[src/hw/rtl/fcs_pkg.sv]
// Shared constants and types for the filled circle span generator.
package fcs_pkg;

  // Configuration port layout.
  localparam int CFG_IDX_BITS  = 3;
  localparam int CFG_DATA_BITS = 12;

  localparam logic [CFG_IDX_BITS-1:0] CFG_RADIUS        = 3'd0;
  localparam logic [CFG_IDX_BITS-1:0] CFG_SCREEN_WIDTH  = 3'd1;
  localparam logic [CFG_IDX_BITS-1:0] CFG_SCREEN_HEIGHT = 3'd2;
  localparam logic [CFG_IDX_BITS-1:0] CFG_ASPECT_FACTOR = 3'd3;

  // Register widths and reset values.
  localparam int RADIUS_BITS = 5;
  localparam int DIM_BITS    = 12;
  localparam int ASPECT_BITS = 12;

  localparam logic [RADIUS_BITS-1:0] RADIUS_RESET        = 5'd5;
  localparam logic [DIM_BITS-1:0]    SCREEN_WIDTH_RESET  = 12'd120;
  localparam logic [DIM_BITS-1:0]    SCREEN_HEIGHT_RESET = 12'd30;
  localparam logic [ASPECT_BITS-1:0] ASPECT_RESET        = 12'd497;

  // Screen dimensions saturate at this value.
  localparam logic [DIM_BITS-1:0] SCREEN_LIMIT = 12'd2048;

  // Fraction bits of the root and of the aspect factor.
  localparam int FRAC_BITS = 8;

  // Output span field widths.
  localparam int START_BITS = 11;
  localparam int END_BITS   = 12;

  // Status of the iterative square root unit.
  typedef struct packed {
    logic busy;
    logic done;
  } sqrt_stat_t;

endpackage

[src/hw/rtl/fcs_req_if.sv]
// Draw request channel: circle centre words with valid and ready.
interface fcs_req_if #(
  parameter int COORD_BITS = 12
);
  logic                         valid;
  logic                         ready;
  logic signed [COORD_BITS-1:0] center_x;
  logic signed [COORD_BITS-1:0] center_y;

  modport source (output valid, output center_x, output center_y, input ready);
  modport sink   (input valid, input center_x, input center_y, output ready);
endinterface

[src/hw/rtl/fcs_span_if.sv]
// Span result channel: one row span word per handshake.
interface fcs_span_if #(
  parameter int COORD_BITS = 12
);
  logic                                 valid;
  logic                                 ready;
  logic signed [COORD_BITS:0]           row;
  logic [fcs_pkg::START_BITS-1:0]       span_start;
  logic [fcs_pkg::END_BITS-1:0]         span_end;
  logic                                 visible;
  logic                                 last;

  modport source (output valid, output row, output span_start, output span_end,
                  output visible, output last, input ready);
  modport sink   (input valid, input row, input span_start, input span_end,
                  input visible, input last, output ready);
endinterface

[src/hw/rtl/fcs_sqrt.sv]
// Iterative integer square root, one result bit per cycle.
module fcs_sqrt #(
  parameter int ROOT_BITS = 13
) (
  input  logic                     clk,
  input  logic                     rst,
  input  logic                     start,
  input  logic [2*ROOT_BITS-1:0]   operand,
  output logic [ROOT_BITS-1:0]     root,
  output fcs_pkg::sqrt_stat_t      stat
);

  localparam int REM_BITS = ROOT_BITS + 2;
  localparam int CNT_BITS = $clog2(ROOT_BITS + 1);

  logic [2*ROOT_BITS-1:0] op;
  logic [REM_BITS-1:0]    rem;
  logic [CNT_BITS-1:0]    cnt;
  logic                   busy;
  logic                   done;

  logic [REM_BITS+1:0]    rem_sh;
  logic [REM_BITS+1:0]    trial;
  logic                   take;

  // Bring down the next two operand bits and try a one in the next root bit.
  assign rem_sh = {rem, op[2*ROOT_BITS-1 -: 2]};
  assign trial  = {{(REM_BITS-ROOT_BITS){1'b0}}, root, 2'b01};
  assign take   = (rem_sh >= trial);

  always_ff @(posedge clk) begin
    if (rst) begin
      busy <= 1'b0;
      done <= 1'b0;
      cnt  <= '0;
    end else begin
      done <= 1'b0;
      if (start) begin
        op   <= operand;
        rem  <= '0;
        root <= '0;
        cnt  <= CNT_BITS'(ROOT_BITS);
        busy <= 1'b1;
      end else if (busy) begin
        op <= {op[2*ROOT_BITS-3:0], 2'b00};
        if (take) begin
          rem  <= REM_BITS'(rem_sh - trial);
          root <= {root[ROOT_BITS-2:0], 1'b1};
        end else begin
          rem  <= REM_BITS'(rem_sh);
          root <= {root[ROOT_BITS-2:0], 1'b0};
        end
        cnt <= cnt - CNT_BITS'(1);
        if (cnt == CNT_BITS'(1)) begin
          busy <= 1'b0;
          done <= 1'b1;
        end
      end
    end
  end

  assign stat.busy = busy;
  assign stat.done = done;

endmodule

[src/hw/rtl/filled_circle_span_generator.sv]
// Top level: sequencer and span datapath of the filled circle span generator.
//
//   Channel  Role    Word
//   req      sink    center_x, center_y (signed, COORD_BITS each)
//   span     source  row, span_start, span_end, visible, last
//   cfg_*    write   cfg_index selects radius, width, height or aspect
//
// Each row passes through the prep, wait, multiply and span steps, the wait lasting
// while the bit-per-cycle square root unit runs. A request of radius r yields 2r+1
// rows, and no new request is taken until the last of its rows is loaded.
// Reset is synchronous and loads the register defaults. A stalled span word
// holds the next row in its final step until the output register frees up.
module filled_circle_span_generator #(
  parameter int MAX_RADIUS = 31,
  parameter int COORD_BITS = 12
) (
  input  logic                               clk,
  input  logic                               rst,
  input  logic                               cfg_we,
  input  logic [fcs_pkg::CFG_IDX_BITS-1:0]   cfg_index,
  input  logic [fcs_pkg::CFG_DATA_BITS-1:0]  cfg_data,
  fcs_req_if.sink                            req,
  fcs_span_if.source                         span
);

  localparam int RB        = (MAX_RADIUS < 2) ? 1 : $clog2(MAX_RADIUS + 1);
  localparam int ROOT_BITS = RB + fcs_pkg::FRAC_BITS;
  localparam int HQB       = ROOT_BITS - 3;
  localparam int SW0       = (COORD_BITS > HQB) ? COORD_BITS : HQB;
  localparam int SW        = ((SW0 > fcs_pkg::DIM_BITS) ? SW0 : fcs_pkg::DIM_BITS) + 2;
  localparam int MUL_BITS  = ROOT_BITS + fcs_pkg::ASPECT_BITS;
  localparam int HALF_BITS = MUL_BITS - fcs_pkg::FRAC_BITS;

  localparam logic [RB-1:0] RMAX = RB'(MAX_RADIUS);

  localparam logic [2:0] S_IDLE = 3'd0;
  localparam logic [2:0] S_PREP = 3'd1;
  localparam logic [2:0] S_WAIT = 3'd2;
  localparam logic [2:0] S_MUL  = 3'd3;
  localparam logic [2:0] S_SPAN = 3'd4;

  // Configuration registers.
  logic [fcs_pkg::RADIUS_BITS-1:0] radius;
  logic [fcs_pkg::DIM_BITS-1:0]    screen_width;
  logic [fcs_pkg::DIM_BITS-1:0]    screen_height;
  logic [fcs_pkg::ASPECT_BITS-1:0] aspect_factor;

  // Sequencer and request state.
  logic [2:0]                   state;
  logic [RB-1:0]                r_lat;
  logic signed [RB:0]           row_offset;
  logic signed [COORD_BITS-1:0] latched_center_x;
  logic signed [COORD_BITS-1:0] latched_center_y;
  logic [HALF_BITS-1:0]         half;

  // Output register.
  logic                           out_valid;
  logic signed [COORD_BITS:0]     out_row;
  logic [fcs_pkg::START_BITS-1:0] out_start;
  logic [fcs_pkg::END_BITS-1:0]   out_end;
  logic                           out_vis;
  logic                           out_last;

  logic [RB-1:0]              r_eff;
  logic [fcs_pkg::DIM_BITS-1:0] w_eff;
  logic [fcs_pkg::DIM_BITS-1:0] h_eff;
  logic signed [RB:0]         r_s;
  logic signed [RB+1:0]       diff_w;
  logic signed [RB+1:0]       sum_w;
  logic [2*RB+1:0]            n_full;
  logic [2*ROOT_BITS-1:0]     sq_operand;
  logic [ROOT_BITS-1:0]       root;
  fcs_pkg::sqrt_stat_t        sq_stat;
  logic                       sq_start;
  logic [MUL_BITS-1:0]        mul_full;
  logic [HALF_BITS:0]         hq_full;
  logic [HQB-1:0]             hq;
  logic signed [COORD_BITS:0] row_w;
  logic signed [SW-1:0]       cx_s;
  logic signed [SW-1:0]       hq_s;
  logic signed [SW-1:0]       st;
  logic signed [SW-1:0]       en;
  logic signed [SW-1:0]       st_c;
  logic signed [SW-1:0]       en_c;
  logic signed [SW-1:0]       w_s;
  logic signed [SW-1:0]       h_s;
  logic signed [SW-1:0]       row_s;
  logic                       vis;
  logic                       is_last;
  logic                       out_free;
  logic                       load;

  // Saturated radius and screen dimensions.
  assign r_eff = (int'(radius) > MAX_RADIUS) ? RMAX : radius[RB-1:0];
  assign w_eff = (screen_width > fcs_pkg::SCREEN_LIMIT) ? fcs_pkg::SCREEN_LIMIT : screen_width;
  assign h_eff = (screen_height > fcs_pkg::SCREEN_LIMIT) ? fcs_pkg::SCREEN_LIMIT : screen_height;

  // Chord square r*r - d*d as (r - d) * (r + d), scaled for 8 root fraction bits.
  assign r_s        = {1'b0, r_lat};
  assign diff_w     = {r_s[RB], r_s} - {row_offset[RB], row_offset};
  assign sum_w      = {r_s[RB], r_s} + {row_offset[RB], row_offset};
  assign n_full     = (2*RB+2)'(diff_w[RB:0]) * (2*RB+2)'(sum_w[RB:0]);
  assign sq_operand = {n_full[2*RB-1:0], {(2*fcs_pkg::FRAC_BITS){1'b0}}};
  assign sq_start   = (state == S_PREP);
  assign is_last    = (row_offset == -r_s);

  fcs_sqrt #(
    .ROOT_BITS (ROOT_BITS)
  ) u_sqrt (
    .clk     (clk),
    .rst     (rst),
    .start   (sq_start),
    .operand (sq_operand),
    .root    (root),
    .stat    (sq_stat)
  );

  // Half length in Q.8, then its ceiling in whole columns.
  assign mul_full = MUL_BITS'(root) * MUL_BITS'(aspect_factor);
  assign hq_full  = {1'b0, half} + (HALF_BITS+1)'(255);
  assign hq       = hq_full[fcs_pkg::FRAC_BITS +: HQB];

  // Span bounds and clipping.
  assign cx_s  = {{(SW-COORD_BITS){latched_center_x[COORD_BITS-1]}}, latched_center_x};
  assign hq_s  = {{(SW-HQB){1'b0}}, hq};
  assign st    = cx_s - hq_s;
  assign en    = cx_s + hq_s;
  assign w_s   = {{(SW-fcs_pkg::DIM_BITS){1'b0}}, w_eff};
  assign h_s   = {{(SW-fcs_pkg::DIM_BITS){1'b0}}, h_eff};
  assign row_w = {latched_center_y[COORD_BITS-1], latched_center_y}
               + {{(COORD_BITS-RB){row_offset[RB]}}, row_offset};
  assign row_s = {{(SW-COORD_BITS-1){row_w[COORD_BITS]}}, row_w};
  assign st_c  = st[SW-1] ? '0 : st;
  assign en_c  = (en > w_s) ? w_s : en;
  assign vis   = !row_s[SW-1] && (row_s < h_s) && (st_c < en_c);

  assign out_free = !out_valid || span.ready;
  assign load     = (state == S_SPAN) && out_free;

  always_ff @(posedge clk) begin
    if (rst) begin
      radius           <= fcs_pkg::RADIUS_RESET;
      screen_width     <= fcs_pkg::SCREEN_WIDTH_RESET;
      screen_height    <= fcs_pkg::SCREEN_HEIGHT_RESET;
      aspect_factor    <= fcs_pkg::ASPECT_RESET;
      state            <= S_IDLE;
      row_offset       <= '0;
      latched_center_x <= '0;
      latched_center_y <= '0;
      out_valid        <= 1'b0;
    end else begin
      // Register writes; unknown indexes are dropped.
      if (cfg_we) begin
        unique case (cfg_index)
          fcs_pkg::CFG_RADIUS:        radius        <= cfg_data[fcs_pkg::RADIUS_BITS-1:0];
          fcs_pkg::CFG_SCREEN_WIDTH:  screen_width  <= cfg_data[fcs_pkg::DIM_BITS-1:0];
          fcs_pkg::CFG_SCREEN_HEIGHT: screen_height <= cfg_data[fcs_pkg::DIM_BITS-1:0];
          fcs_pkg::CFG_ASPECT_FACTOR: aspect_factor <= cfg_data[fcs_pkg::ASPECT_BITS-1:0];
          default: ;
        endcase
      end

      // A taken word empties the output register unless a new one moves in.
      if (span.valid && span.ready && !load) begin
        out_valid <= 1'b0;
      end

      // Row sequencer.
      unique case (state)
        S_IDLE: begin
          if (req.valid) begin
            latched_center_x <= req.center_x;
            latched_center_y <= req.center_y;
            r_lat            <= r_eff;
            row_offset       <= {1'b0, r_eff};
            state            <= S_PREP;
          end
        end
        S_PREP: begin
          state <= S_WAIT;
        end
        S_WAIT: begin
          if (sq_stat.done) begin
            state <= S_MUL;
          end
        end
        S_MUL: begin
          half  <= mul_full[MUL_BITS-1:fcs_pkg::FRAC_BITS];
          state <= S_SPAN;
        end
        S_SPAN: begin
          if (out_free) begin
            out_valid <= 1'b1;
            out_row   <= row_w;
            out_start <= vis ? st_c[fcs_pkg::START_BITS-1:0] : '0;
            out_end   <= vis ? en_c[fcs_pkg::END_BITS-1:0] : '0;
            out_vis   <= vis;
            out_last  <= is_last;
            if (is_last) begin
              row_offset <= '0;
              state      <= S_IDLE;
            end else begin
              row_offset <= row_offset - (RB+1)'(1);
              state      <= S_PREP;
            end
          end
        end
        default: begin
          state <= S_IDLE;
        end
      endcase
    end
  end

  assign req.ready       = (state == S_IDLE);
  assign span.valid      = out_valid;
  assign span.row        = out_row;
  assign span.span_start = out_start;
  assign span.span_end   = out_end;
  assign span.visible    = out_vis;
  assign span.last       = out_last;

`ifndef SYNTHESIS
  // The root unit finishes only while the sequencer waits for it.
  a_done_in_wait: assert property (@(posedge clk) disable iff (rst)
    sq_stat.done |-> (state == S_WAIT))
    else $error("square root finished outside the wait step");

  // While waiting, the root unit is either working or just finished.
  a_wait_busy: assert property (@(posedge clk) disable iff (rst)
    (state == S_WAIT) |-> (sq_stat.busy || sq_stat.done))
    else $error("waiting on an idle square root unit");

  // A new span word never overwrites one that has not been taken.
  a_no_overwrite: assert property (@(posedge clk) disable iff (rst)
    (span.valid && !span.ready && state == S_SPAN) |=> span.valid && $stable(span.row))
    else $error("pending span word overwritten");

  // The row offset stays within the latched radius during a request.
  a_offset_range: assert property (@(posedge clk) disable iff (rst)
    (state != S_IDLE) |-> ((row_offset <= r_s) && (row_offset >= -r_s)))
    else $error("row offset outside the radius");
`endif

endmodule

[src/flat_wrapper.sv]
// flat-port wrapper written by rule: the top's interface ports become plain ports
module filled_circle_span_generator_flat 
#(
  parameter int MAX_RADIUS = 31,
  parameter int COORD_BITS = 12
)
  (clk, rst, cfg_we, cfg_index, cfg_data, req_valid, req_center_x, req_center_y, req_ready, span_valid, span_row, span_span_start, span_span_end, span_visible, span_last, span_ready);
  fcs_req_if #(.COORD_BITS(COORD_BITS)) req_i ();
  fcs_span_if #(.COORD_BITS(COORD_BITS)) span_i ();
  input  logic clk;
  input  logic rst;
  input  logic cfg_we;
  input  logic [fcs_pkg::CFG_IDX_BITS-1:0] cfg_index;
  input  logic [fcs_pkg::CFG_DATA_BITS-1:0] cfg_data;
  input wire logic [$bits(req_i.valid)-1:0] req_valid;
  input wire logic [$bits(req_i.center_x)-1:0] req_center_x;
  input wire logic [$bits(req_i.center_y)-1:0] req_center_y;
  output wire logic [$bits(req_i.ready)-1:0] req_ready;
  output wire logic [$bits(span_i.valid)-1:0] span_valid;
  output wire logic [$bits(span_i.row)-1:0] span_row;
  output wire logic [$bits(span_i.span_start)-1:0] span_span_start;
  output wire logic [$bits(span_i.span_end)-1:0] span_span_end;
  output wire logic [$bits(span_i.visible)-1:0] span_visible;
  output wire logic [$bits(span_i.last)-1:0] span_last;
  input wire logic [$bits(span_i.ready)-1:0] span_ready;
  assign req_i.valid = req_valid;
  assign req_i.center_x = req_center_x;
  assign req_i.center_y = req_center_y;
  assign req_ready = req_i.ready;
  assign span_valid = span_i.valid;
  assign span_row = span_i.row;
  assign span_span_start = span_i.span_start;
  assign span_span_end = span_i.span_end;
  assign span_visible = span_i.visible;
  assign span_last = span_i.last;
  assign span_i.ready = span_ready;
  filled_circle_span_generator #(.MAX_RADIUS(MAX_RADIUS), .COORD_BITS(COORD_BITS)) u_core (.clk(clk), .rst(rst), .cfg_we(cfg_we), .cfg_index(cfg_index), .cfg_data(cfg_data), .req(req_i), .span(span_i));
endmodule
[config.mk]
export PLATFORM = sky130hd
export DESIGN_NAME = filled_circle_span_generator_flat
export DESIGN_NICKNAME = d
export VERILOG_FILES = /design/src/hw/rtl/fcs_pkg.sv /design/src/hw/rtl/fcs_req_if.sv /design/src/hw/rtl/fcs_span_if.sv /design/src/hw/rtl/fcs_sqrt.sv /design/src/hw/rtl/filled_circle_span_generator.sv /design/src/flat_wrapper.sv
export SDC_FILE = /design/constraint.sdc
export NUM_CORES = 1
export LEC_CHECK = 0
export BUFFER_PORTS_ARGS = -buffer_cell sky130_fd_sc_hd__buf_4
export CAP_MARGIN = 5
export CELL_PAD_IN_SITES_DETAIL_PLACEMENT = 1
export CELL_PAD_IN_SITES_GLOBAL_PLACEMENT = 2
export CORE_MARGIN = 10
export CORE_UTILIZATION = 30
export CTS_BUF_LIST = sky130_fd_sc_hd__clkbuf_8
export DETAILED_ROUTE_END_ITERATION = 12
export GPL_TIMING_DRIVEN = 1
export PLACE_DENSITY = 0.73
export SLEW_MARGIN = 20
export SYNTH_ARGS = -nofsm -noshare
export SYNTH_HDL_FRONTEND = slang
export SYNTH_SLANG_ARGS = --single-unit
[constraint.sdc]
create_clock -name clk -period 8.36 [get_ports clk]
set_input_delay 0.418 -clock clk [delete_from_list [all_inputs] [get_ports clk]]
set_output_delay 0.418 -clock clk [all_outputs]
set_load 0.02 [all_outputs]
==> impl_metrics.csv, run 1 <==
group,metric,value,unit
status,status,"completed",
grt,grt_pass1_vias,13250,
sta,report.final.setup_viol,0,
synth,main_area_contributors_after_synthesis,"sky130_fd_sc_hd__edfxtp_1, sky130_fd_sc_hd__fa_1, sky130_fd_sc_hd__ha_1",
clocking,post_cts_buffers,0,
routing,routed-via-count,12240,
place,cell_count_post_placement,2495,
worst_setup_path,r2r_slack,1.17,ns
hold_path,timing.hold.worst.class,"in2reg",
routing,drc,0,
floorplanning,die_height,251.9,µm
finish,nFillCells,6209,
synth,synth.largest_area_cell,"sky130_fd_sc_hd__edfxtp_1",
routing,drtAntennaViolNets,0,
floorplanning,initial_utilization,30.53,%
grt,grt_antenna_before_repair,0,
pwr,peakVddDrop,141.3,µV
synth,syn-cell-area,16140,µm²
place,dp.final_hpwl,34400,µm
worst_setup_path,worstSetupStartpointType,"flip-flop",
floorplanning,core_region_area,52870,µm²
clocking,holdBufCountCts,0,
synth,syn_area_per_cell,9.021,µm²
routing,wirelength,43420,µm
synth,postSynth.asyncResetShare,0,%
finish,stdcell_area,17850,µm²
grt,grt_overflow_total,0,
finish,final_nets,2176,
clocking,post_cts_resized,0,
clocking,clk_path_buf_depth,2,
clocking,path_clk_slew,0.11,ns
routing,vias_per_cell,4.840,
sta,grt_setup_unrepaired,"no",
synth,postSynthCellCount,1789,
worst_setup_path,timing.rr.start,"u_core.half[0]",
grt,total_grt_usage,14.02,%
grt,global_route_wire_length_before_repair,71650,µm
worst_setup_path,worstSetupPathType,"reg2reg",
sta,finalHoldWorstSlack,0.07240,ns
sta,timing.clock.skew,0.02839,ns
synth,synth_fp_nets,2137,
floorplanning,num_io_pins,84,
pwr,power.static_leakage,8.012,nW
clocking,cts-buffers-inserted,17,
sta,report.final.hold_viol_count,0,
run,max-cap-violations,0,
synth,synth-warning-count,0,
routing,routed_wire_length_per_instance,17.17,µm
sta,post-route-period-util,86.02,%
worst_setup_path,worst_setup_path_startpoint,"u_core.half[0]",
pwr,cellPowerDensity,209.5,nW/µm²
place,gp_congestion,0.7970,
finish,post_route_cells_drive_above_1_share,8.528,%
place,count_of_input_and_output_buffers,83,
sta,setup-tns-final,0,ns
worst_setup_path,endpoint_kind,"flip-flop",
hold_path,min-delay-start,"rst",
synth,synth_seq_cells,179,
worst_setup_path,worstPathArrival,7.55,ns
worst_setup_path,worst-path-max-fanout,24,
clocking,clkLatencyLatePin,0.54,ns
clocking,clk_root_buffer_cell,"sky130_fd_sc_hd__clkbuf_8",
sta,max_clock_freq,139.1,MHz
routing,detailedRoute.firstPassIterationCount,4,
floorplanning,placementRows,84,
worst_setup_path,critPathMaxStageDelay,0.45,ns
clocking,cts.sinks,179,
sta,maxSlewViolCount,0,
finish,num_antenna_cells,0,
sta,setup_slack,1.169,ns
floorplanning,die_x,251.9,µm
finish,finalCoreUtilization,33.77,%
clocking,cts_h_tree_depth,4,
sta,worst_pin_slew,0.9692,ns
clocking,cts_tree,"built",
routing,dr.first_iter.drc_count,453,
pwr,power,3.740,mW
worst_setup_path,worst_ep_required_time,8.72,ns
synth,top_flip_flop_cell_by_instance_count_after_synthesis,"sky130_fd_sc_hd__edfxtp_1",
sta,timing.max_slew.rel_slack,35.38,%
floorplanning,floorplan_die_area,63470,µm²
synth,yosysTopAreaCellShare,18.23,%
synth,synth-edff-count,98,
grt,pin_count_of_the_biggest_net_entering_global_routing,82,
worst_setup_path,path_common_cell,"sky130_fd_sc_hd__ha_1",
synth,synthDistinctLibCells,75,
sta,fin_crit,7.191,ns
finish,syn2layout_area_growth,10.61,%
synth,post_synthesis_sequential_area_ratio,28.28,%
finish,layout.cells.non_filler,2529,
place,dpl_worst_slack,1.143,ns
worst_setup_path,critical_path.slowest_cell,"sky130_fd_sc_hd__nor4_1",
place,post_dp_cell_area,17400,µm²
[cell families after synthesis]
| kind of cell | Yosys count | synth area share (%) |
|---|---|---|
| AO/OA/AOI/OAI | 257 | 10.45 |
| XOR/XNOR | 81 | 4.566 |
| adder cells (fa/ha/maj) | 305 | 29.68 |
| buffers and inverters | 277 | 6.683 |
| flip-flops | 179 | 28.28 |
| multiplexers | 15 | 0.9458 |
| AND/OR/NAND/NOR | 675 | 19.40 |
[worst max-delay path, delay by kind of cell (launching register included)]
family	cells	cell delay [ns]
AO/OA/AOI/OAI	11	2.17
XOR/XNOR	2	0.36
adder cells (fa/ha/maj)	5	1.61
buffers and inverters	3	0.49
flip-flops	1	0.37
AND/OR/NAND/NOR	10	2.02
[flip-flops by register name, summed over array words and instances, names as in the netlist, 12 cells and up]
register and flops:
u_core.aspect_factor 12, u_core.screen_width 12, u_core.latched_center_y 12, u_core.span.row 13
u_core.latched_center_x 12, u_core.u_sqrt.rem 15, u_core.half 17, u_core.span.span_end 12
u_core.u_sqrt.root 13, u_core.screen_height 12
[cell usage after synthesis (8+ instances only)]
library cell / n
sky130_fd_sc_hd__nor2b_1: 25
sky130_fd_sc_hd__inv_1: 203
sky130_fd_sc_hd__xor2_1: 22
sky130_fd_sc_hd__xnor2_1: 57
sky130_fd_sc_hd__a21o_1: 17
sky130_fd_sc_hd__nand2b_1: 11
sky130_fd_sc_hd__nand2_1: 307
sky130_fd_sc_hd__clkbuf_1: 63
sky130_fd_sc_hd__nand3_1: 17
sky130_fd_sc_hd__o211ai_1: 9
sky130_fd_sc_hd__ha_1: 174
sky130_fd_sc_hd__nor3_1: 29
sky130_fd_sc_hd__nor2_1: 147
sky130_fd_sc_hd__o21a_1: 13
sky130_fd_sc_hd__a21oi_1: 109
sky130_fd_sc_hd__a211oi_1: 12
sky130_fd_sc_hd__nor3_2: 8
sky130_fd_sc_hd__mux2i_1: 13
sky130_fd_sc_hd__o21ai_0: 37
sky130_fd_sc_hd__edfxtp_1: 98
sky130_fd_sc_hd__nor3b_1: 8
sky130_fd_sc_hd__dfxtp_1: 81
sky130_fd_sc_hd__fa_1: 130
sky130_fd_sc_hd__and2_1: 59
sky130_fd_sc_hd__nor4_1: 9
sky130_fd_sc_hd__nand3b_1: 17
sky130_fd_sc_hd__nand4_1: 8
[where the power goes]
| group | switching [mW] | internal, mW | leakage (nW) |
|---|---|---|---|
| clock network | 0.402 | 0.232 | 0.207 |
| registers | 0.0611 | 1.06 | 1.58 |
| logic | 1.12 | 0.866 | 6.22 |
[placed cells by master (no fill, tap or decap), drive strengths merged, types with 39 or more instances in the layout]
| cell | instances |
|---|---|
| inv | 214 |
| o21ai | 39 |
| nor2 | 149 |
| edfxtp | 98 |
| dfxtp | 81 |
| fa | 130 |
| xnor2 | 57 |
| nand2 | 307 |
| and2 | 60 |
| ha | 174 |
| buf | 93 |
| a21oi | 109 |
[path summary, 6_finish.rpt]
kind | end | depth (start not counted)
max | u_core.span.span_start[10] | 31
min | u_core.u_sqrt.cnt[3] | 2
max reg2reg | u_core.span.span_start[10] | 31
min reg2reg | u_core.screen_width[8] | 2
[area by class of cell]
class                   count  area (µm²)  share of cell area [%]
well taps                 688       860.8                   4.822
inverters                 204       765.7                   4.290
clock buffers              17       234.0                   1.311
clock inverters            15       176.4                  0.9883
repair buffers             93       723.2                   4.051
multi-input cells        1333       10530                   58.97
flip-flops and latches    179        4564                   25.57
[routing by layer]
metal	up-vias	GRT usage, %	wire length (µm)
li1	5979	-	-
met1	6123	17.79	20470
met2	100	24.26	21100
met3	38	2.478	1147
met4	0	3.358	708
met5	-	0	0
No activity file was read; power rests on OpenSTA's default activity.
==> run 2: changes to the inputs <==
==> constraint.sdc (replaced) <==
create_clock -name clk -period 7.35 [get_ports clk]
set_input_delay 0.3675 -clock clk [delete_from_list [all_inputs] [get_ports clk]]
set_output_delay 0.3675 -clock clk [all_outputs]
set_load 0.02 [all_outputs]
==> run 2 against run 1 <==
Against the previous run: utilization increased by 0.17 points; sequential power rose by 13%; clock power increased by 11%; combinational power rose by 15%; fmax increased by 3.5%; sequential cell count unchanged; highest routed layer unchanged; via count about the same.
==> impl_metrics.csv, run 2 (synthesis gave the netlist of run 1 again) <==
group,metric,value,unit
status,status,"completed",
finish,layout_commonest_cell,"sky130_fd_sc_hd__nand2_1",
clocking,cts_tree,"built",
clocking,cts.sinks,179,
place,cell_count_post_placement,2497,
floorplanning,placementRows,84,
finish,finalCoreUtilization,33.93,%
worst_setup_path,timing.critical_path.max_delay_family,"compound AO/OA/AOI/OAI gates",
finish,final_cell_mix,"sky130_fd_sc_hd__nand2_1, sky130_fd_sc_hd__inv_1, sky130_fd_sc_hd__ha_1, sky130_fd_sc_hd__nor2_1, sky130_fd_sc_hd__fa_1",
hold_path,timing.hold.worst.class,"in2reg",
sta,timing.max_slew.rel_slack,33.80,%
routing,drt-met1-wl,20780,µm
routing,routed_wire_length_per_instance,17.17,µm
clocking,clk_root_buffer_cell,"sky130_fd_sc_hd__clkbuf_8",
grt,grt_antenna_before_repair,0,
routing,drtAntennaViolNets,0,
routing,drc,0,
sta,maxSlewViolCount,0,
routing,route.met3.wl,1110,µm
routing,dr.first_iter.drc_count,455,
routing,vias_per_cell,4.820,
grt,grt_overflow_total,0,
floorplanning,die_height,251.9,µm
worst_setup_path,timing.critical_path.buf_inv,3,
sta,fin_crit,6.951,ns
finish,largest_register_by_flop_count,"u_core.half",
worst_setup_path,timing.rr.start,"u_core.half[0]",
sta,max_clock_freq,143.9,MHz
worst_setup_path,critical_path.slowest_cell,"sky130_fd_sc_hd__ha_1",
worst_setup_path,worst_ep_required_time,7.72,ns
clocking,cts_h_tree_depth,4,
worst_setup_path,worstSetupStartpointType,"flip-flop",
sta,worst_pin_slew,0.9931,ns
routing,routed-via-count,12230,
routing,topRoutingLayerUsed,"met4",
routing,wl_met2,21330,µm
sta,post-route-period-util,94.58,%
worst_setup_path,worstSetupPathType,"reg2reg",
finish,num_antenna_cells,0,
floorplanning,die_x,251.9,µm
floorplanning,num_io_pins,84,
grt,global_route_wire_length_before_repair,71420,µm
floorplanning,floorplan_die_area,63470,µm²
sta,timing.clock.skew,0.02654,ns
place,gp_congestion,0.8034,
grt,pin_count_of_the_biggest_net_entering_global_routing,82,
grt,grt_pass1_vias,13230,
pwr,power.static_leakage,8.052,nW
run,max-cap-violations,0,
worst_setup_path,worstPathArrival,7.33,ns
finish,layout.cells.non_filler,2537,
grt,total_grt_usage,13.97,%
place,dp.final_hpwl,34340,µm
finish,largest_registers,"u_core.half (17), u_core.u_sqrt.rem (15)",
clocking,clk_path_buf_depth,2,
worst_setup_path,endpoint_kind,"flip-flop",
clocking,path_clk_slew,0.12,ns
pwr,cellPowerDensity,238.0,nW/µm²
sta,report.final.hold_viol_count,0,
sta,report.final.setup_viol,0,
worst_setup_path,r2r_slack,0.40,ns
floorplanning,core_region_area,52870,µm²
place,dpl_worst_slack,0.1381,ns
floorplanning,initial_utilization,30.53,%
place,count_of_input_and_output_buffers,83,
clocking,cts-buffers-inserted,17,
worst_setup_path,worst_setup_path_startpoint,"u_core.half[0]",
finish,final_nets,2184,
sta,finalHoldWorstSlack,0.05936,ns
sta,setup_slack,0.3986,ns
routing,wirelength,43570,µm
finish,syn2layout_area_growth,11.16,%
worst_setup_path,critPathMaxStageDelay,0.44,ns
worst_setup_path,worst-path-max-fanout,11,
finish,max_reg_flops,17,
worst_setup_path,path_common_cell,"sky130_fd_sc_hd__ha_1",
finish,post_route_cells_drive_above_1_share,9.140,%
clocking,clkLatencyLatePin,0.55,ns
pwr,peakVddDrop,147.6,µV
hold_path,min-delay-start,"req_center_y[4]",
routing,detailedRoute.firstPassIterationCount,4,
run 2: cell count changes in the layout (fill, tap and decap cells not counted), sizes merged:
cell         delta
buf             +6
inv             -1
a31o            +1
dlygate4sd3     +1
clkinv          +1
run 2: cell type report:
class	count	area (µm²)
fillers	6174	34930
multi-input cells	1334	10570
flip-flops and latches	179	4564
well taps	688	860.8
repair buffers	100	785.8
inverters	204	765.7
clock buffers	17	234.0
clock inverters	15	163.9
run 2: report_power, final:
part | internal, mW | switching [mW]
clock | 0.258 | 0.449
sequential | 1.20 | 0.0689
combinational | 1.01 | 1.29
total | 2.47 | 1.80
run 2: path summary, 6_finish.rpt:
kind                            cells after the start                          to
worst min-delay path                                3  u_core.latched_center_y[4]
worst max register to register                     29  u_core.span.span_start[10]
worst max-delay path                               29  u_core.span.span_start[10]
worst min register to register                      2     u_core.screen_height[8]
run 2: per-layer routing:
layer / global-route usage [%] / up-vias
met5: 0 / -
met4: 2.648 / 0
met3: 2.426 / 23
met2: 24.26 / 89
met1: 17.94 / 6120
li1: - / 5997
run 2: metrics by stage:
stage                     cell area (µm²)  setup TNS, ns  power (mW)
after floorplan                     16140              0       3.017
after global placement              17420              0       3.527
after detailed placement            17420              0       3.589
after CTS                           17820              0       4.316
after global routing                17940         -1.080       4.695
final                               17940              0       4.269
run 2: worst min-delay path, cell delays in order:
cell and delay, ns:
sky130_fd_sc_hd__buf_4 0.11, sky130_fd_sc_hd__nand2_1 0.05, sky130_fd_sc_hd__a21oi_1 0.05
run 2: timing repair:
item,CTS,global route
setup buffers,0,4
resized for setup,0,6
setup endpoints to repair,0,24
endpoints found under the hold margin,3,0
hold buffers,1,0
==> run 3: changes to the inputs <==
--- a/config.mk
+++ b/config.mk
@@ -9,7 +9,8 @@
 export CAP_MARGIN = 5
 export CELL_PAD_IN_SITES_DETAIL_PLACEMENT = 1
 export CELL_PAD_IN_SITES_GLOBAL_PLACEMENT = 2
-export CORE_MARGIN = 10
+export CORE_ASPECT_RATIO = 1.25
+export CORE_MARGIN = 2
 export CORE_UTILIZATION = 30
 export CTS_BUF_LIST = sky130_fd_sc_hd__clkbuf_8
 export DETAILED_ROUTE_END_ITERATION = 12
==> run 3 against run 2 <==
Against the previous run: non-clock buffer count grew 11; global-route usage rose by 2.0 points; register-to-register slack better by 0.12 ns; first-iteration DRC count shrank 0.22%; count of clock-buffer cells in the layout is 1 higher; utilization down 0.22 points; die area shrank 12%; fmax up 1.7%; final cell count rose by 0.12%; sequential power about the same; critical path type unchanged; critical endpoint is now u_core.span.span_end[0].
==> impl_metrics.csv, run 3 (synthesis gave the netlist of run 1 again) <==
group,metric,value,unit
pwr,power.static_leakage,8.090,nW
floorplanning,initial_utilization,30.17,%
clocking,cts.sinks,179,
grt,met1_usage_in_global_routing,18.41,%
sta,grt_setup_unrepaired,"no",
routing,drtAntennaViolNets,0,
sta,report.final.hold_viol_count,0,
grt,busiest_metal_layer_after_global_routing,"met2",
place,count_of_input_and_output_buffers,83,
worst_setup_path,critPathMaxStageDelay,0.46,ns
place,gp_congestion,0.8305,
worst_setup_path,worst_ep_required_time,7.71,ns
finish,post_route_cells_drive_above_1_share,9.032,%
floorplanning,placementRows,95,
grt,total_grt_usage,15.92,%
floorplanning,floorplan_die_area,55680,µm²
clocking,clk_path_buf_depth,2,
grt,global_route.usage.met3,2.433,%
finish,final_cell_mix,"sky130_fd_sc_hd__nand2_1, sky130_fd_sc_hd__inv_1, sky130_fd_sc_hd__ha_1, sky130_fd_sc_hd__nor2_1, sky130_fd_sc_hd__fa_1",
grt,global_route_wire_length_before_repair,69840,µm
pwr,peakVddDrop,118.9,µV
status,status,"completed",
worst_setup_path,worstSetupPathType,"reg2reg",
hold_path,timing.hold.worst.class,"in2reg",
grt,grt_overflow_total,0,
grt,pin_count_of_the_biggest_net_entering_global_routing,86,
clocking,path_clk_slew,0.09,ns
clocking,clk_root_buffer_cell,"sky130_fd_sc_hd__clkbuf_8",
place,post_dp_cell_area,17380,µm²
floorplanning,core_region_area,53490,µm²
routing,routed_wire_length_per_instance,16.66,µm
finish,syn2layout_area_growth,11.73,%
routing,dr.first_iter.drc_count,454,
clocking,cts-buffers-inserted,17,
routing,wirelength,42320,µm
sta,timing.max_slew.rel_slack,33.58,%
pwr,cellPowerDensity,236.1,nW/µm²
worst_setup_path,endpoint_kind,"flip-flop",
routing,vias_per_cell,4.827,
run,max-cap-violations,0,
clocking,cts_h_tree_depth,4,
finish,max_reg_flops,17,
grt,grt_antenna_before_repair,1,
worst_setup_path,worstSetupStartpointType,"flip-flop",
routing,detailedRoute.firstPassIterationCount,7,
sta,setup-tns-final,0,ns
grt,grt_pass1_vias,13580,
finish,largest_register_by_flop_count,"u_core.half",
finish,layout_commonest_cell,"sky130_fd_sc_hd__nand2_1",
finish,final_nets,2195,
floorplanning,num_io_pins,84,
sta,post-route-period-util,93.00,%
sta,fin_crit,6.836,ns
worst_setup_path,worstPathArrival,7.20,ns
sta,worst_pin_slew,0.9963,ns
finish,stdcell_area,18030,µm²
clocking,cts_tree,"built",
worst_setup_path,critical_path.slowest_cell,"sky130_fd_sc_hd__a2111oi_4",
floorplanning,die_height,263.3,µm
grt,grt_use_met2,29.50,%
worst_setup_path,worst-path-max-fanout,11,
routing,routed-via-count,12260,
finish,largest_registers,"u_core.half (17), u_core.u_sqrt.rem (15)",
sta,report.final.setup_viol,0,
routing,drc,0,
sta,timing.clock.skew,0.01728,ns
sta,max_clock_freq,146.3,MHz
sta,maxSlewViolCount,0,
clocking,clkLatencyLatePin,0.57,ns
floorplanning,die_x,211.5,µm
place,dp.final_hpwl,33830,µm
## run 3: what timing repair did
action	CTS	global route
buffers inserted	0	7
endpoints found under the hold margin	12	0
hold buffers	12	0
gates cloned	0	1
gates resized for setup	1	8
endpoints found under the setup margin	1	24
pin swaps	0	3
## run 3: power by group
part	switching (mW)	leakage [nW]	internal, mW
sequential	0.0671	1.58	1.20
combinational	1.29	6.31	1.01
clock	0.410	0.199	0.280
total	1.76	8.09	2.50
## run 3: area by class of cell
cell class                 instances  area (µm²)
timing repair buffer             111       888.4
multi-input combinational       1334       10590
inverter                         204       765.7
antenna                            1       2.502
sequential                       179        4564
tap                              679       849.6
clock buffer                      18       247.7
fill                            6270       35460
clock inverter                    14       128.9
## run 3: stage by stage
stage | hold WS (ns) | setup WS [ns] | utilization (%) | total power, mW | instances
after global routing | 0.02993 | 0.02390 | 33.71 | 4.699 | 2540
after floorplan | 0.4223 | 1.203 | - | 3.017 | 1789
after CTS | 0.002950 | 0.03855 | 33.44 | 4.314 | 2529
final | 0.05815 | 0.5144 | 33.71 | 4.257 | 2540
after global placement | 0.4395 | 0.2834 | 32.50 | 3.525 | 2485
after detailed placement | 0.4473 | 0.0005347 | 32.50 | 3.586 | 2485
## run 3: worst max-delay path, delay by kind of cell, from the launching register on
family | cells | cell delay (ns)
compound gates | 12 | 2.34
xor+xnor | 2 | 0.45
fa+ha+maj | 4 | 1.24
buf+inv | 2 | 0.33
flops | 1 | 0.39
simple gates | 11 | 1.89
## run 3: worst paths after layout
check | from | end | slack, ns | cells after the start
min reg2reg | u_core.screen_width[8] | u_core.screen_width[8] | 0.46 | 2
min | req_center_x[10] | u_core.latched_center_x[10] | 0.06 | 3
max | u_core.half[0] | u_core.span.span_end[0] | 0.51 | 31
max reg2reg | u_core.half[0] | u_core.span.span_end[0] | 0.51 | 31
## run 3: routing by layer
layer / part of all wire [%] / wire (µm)
met2: 53 / 22550
met1: 42 / 17830
met3: 2.4 / 1010
met5: 0 / 0
met4: 2.2 / 935
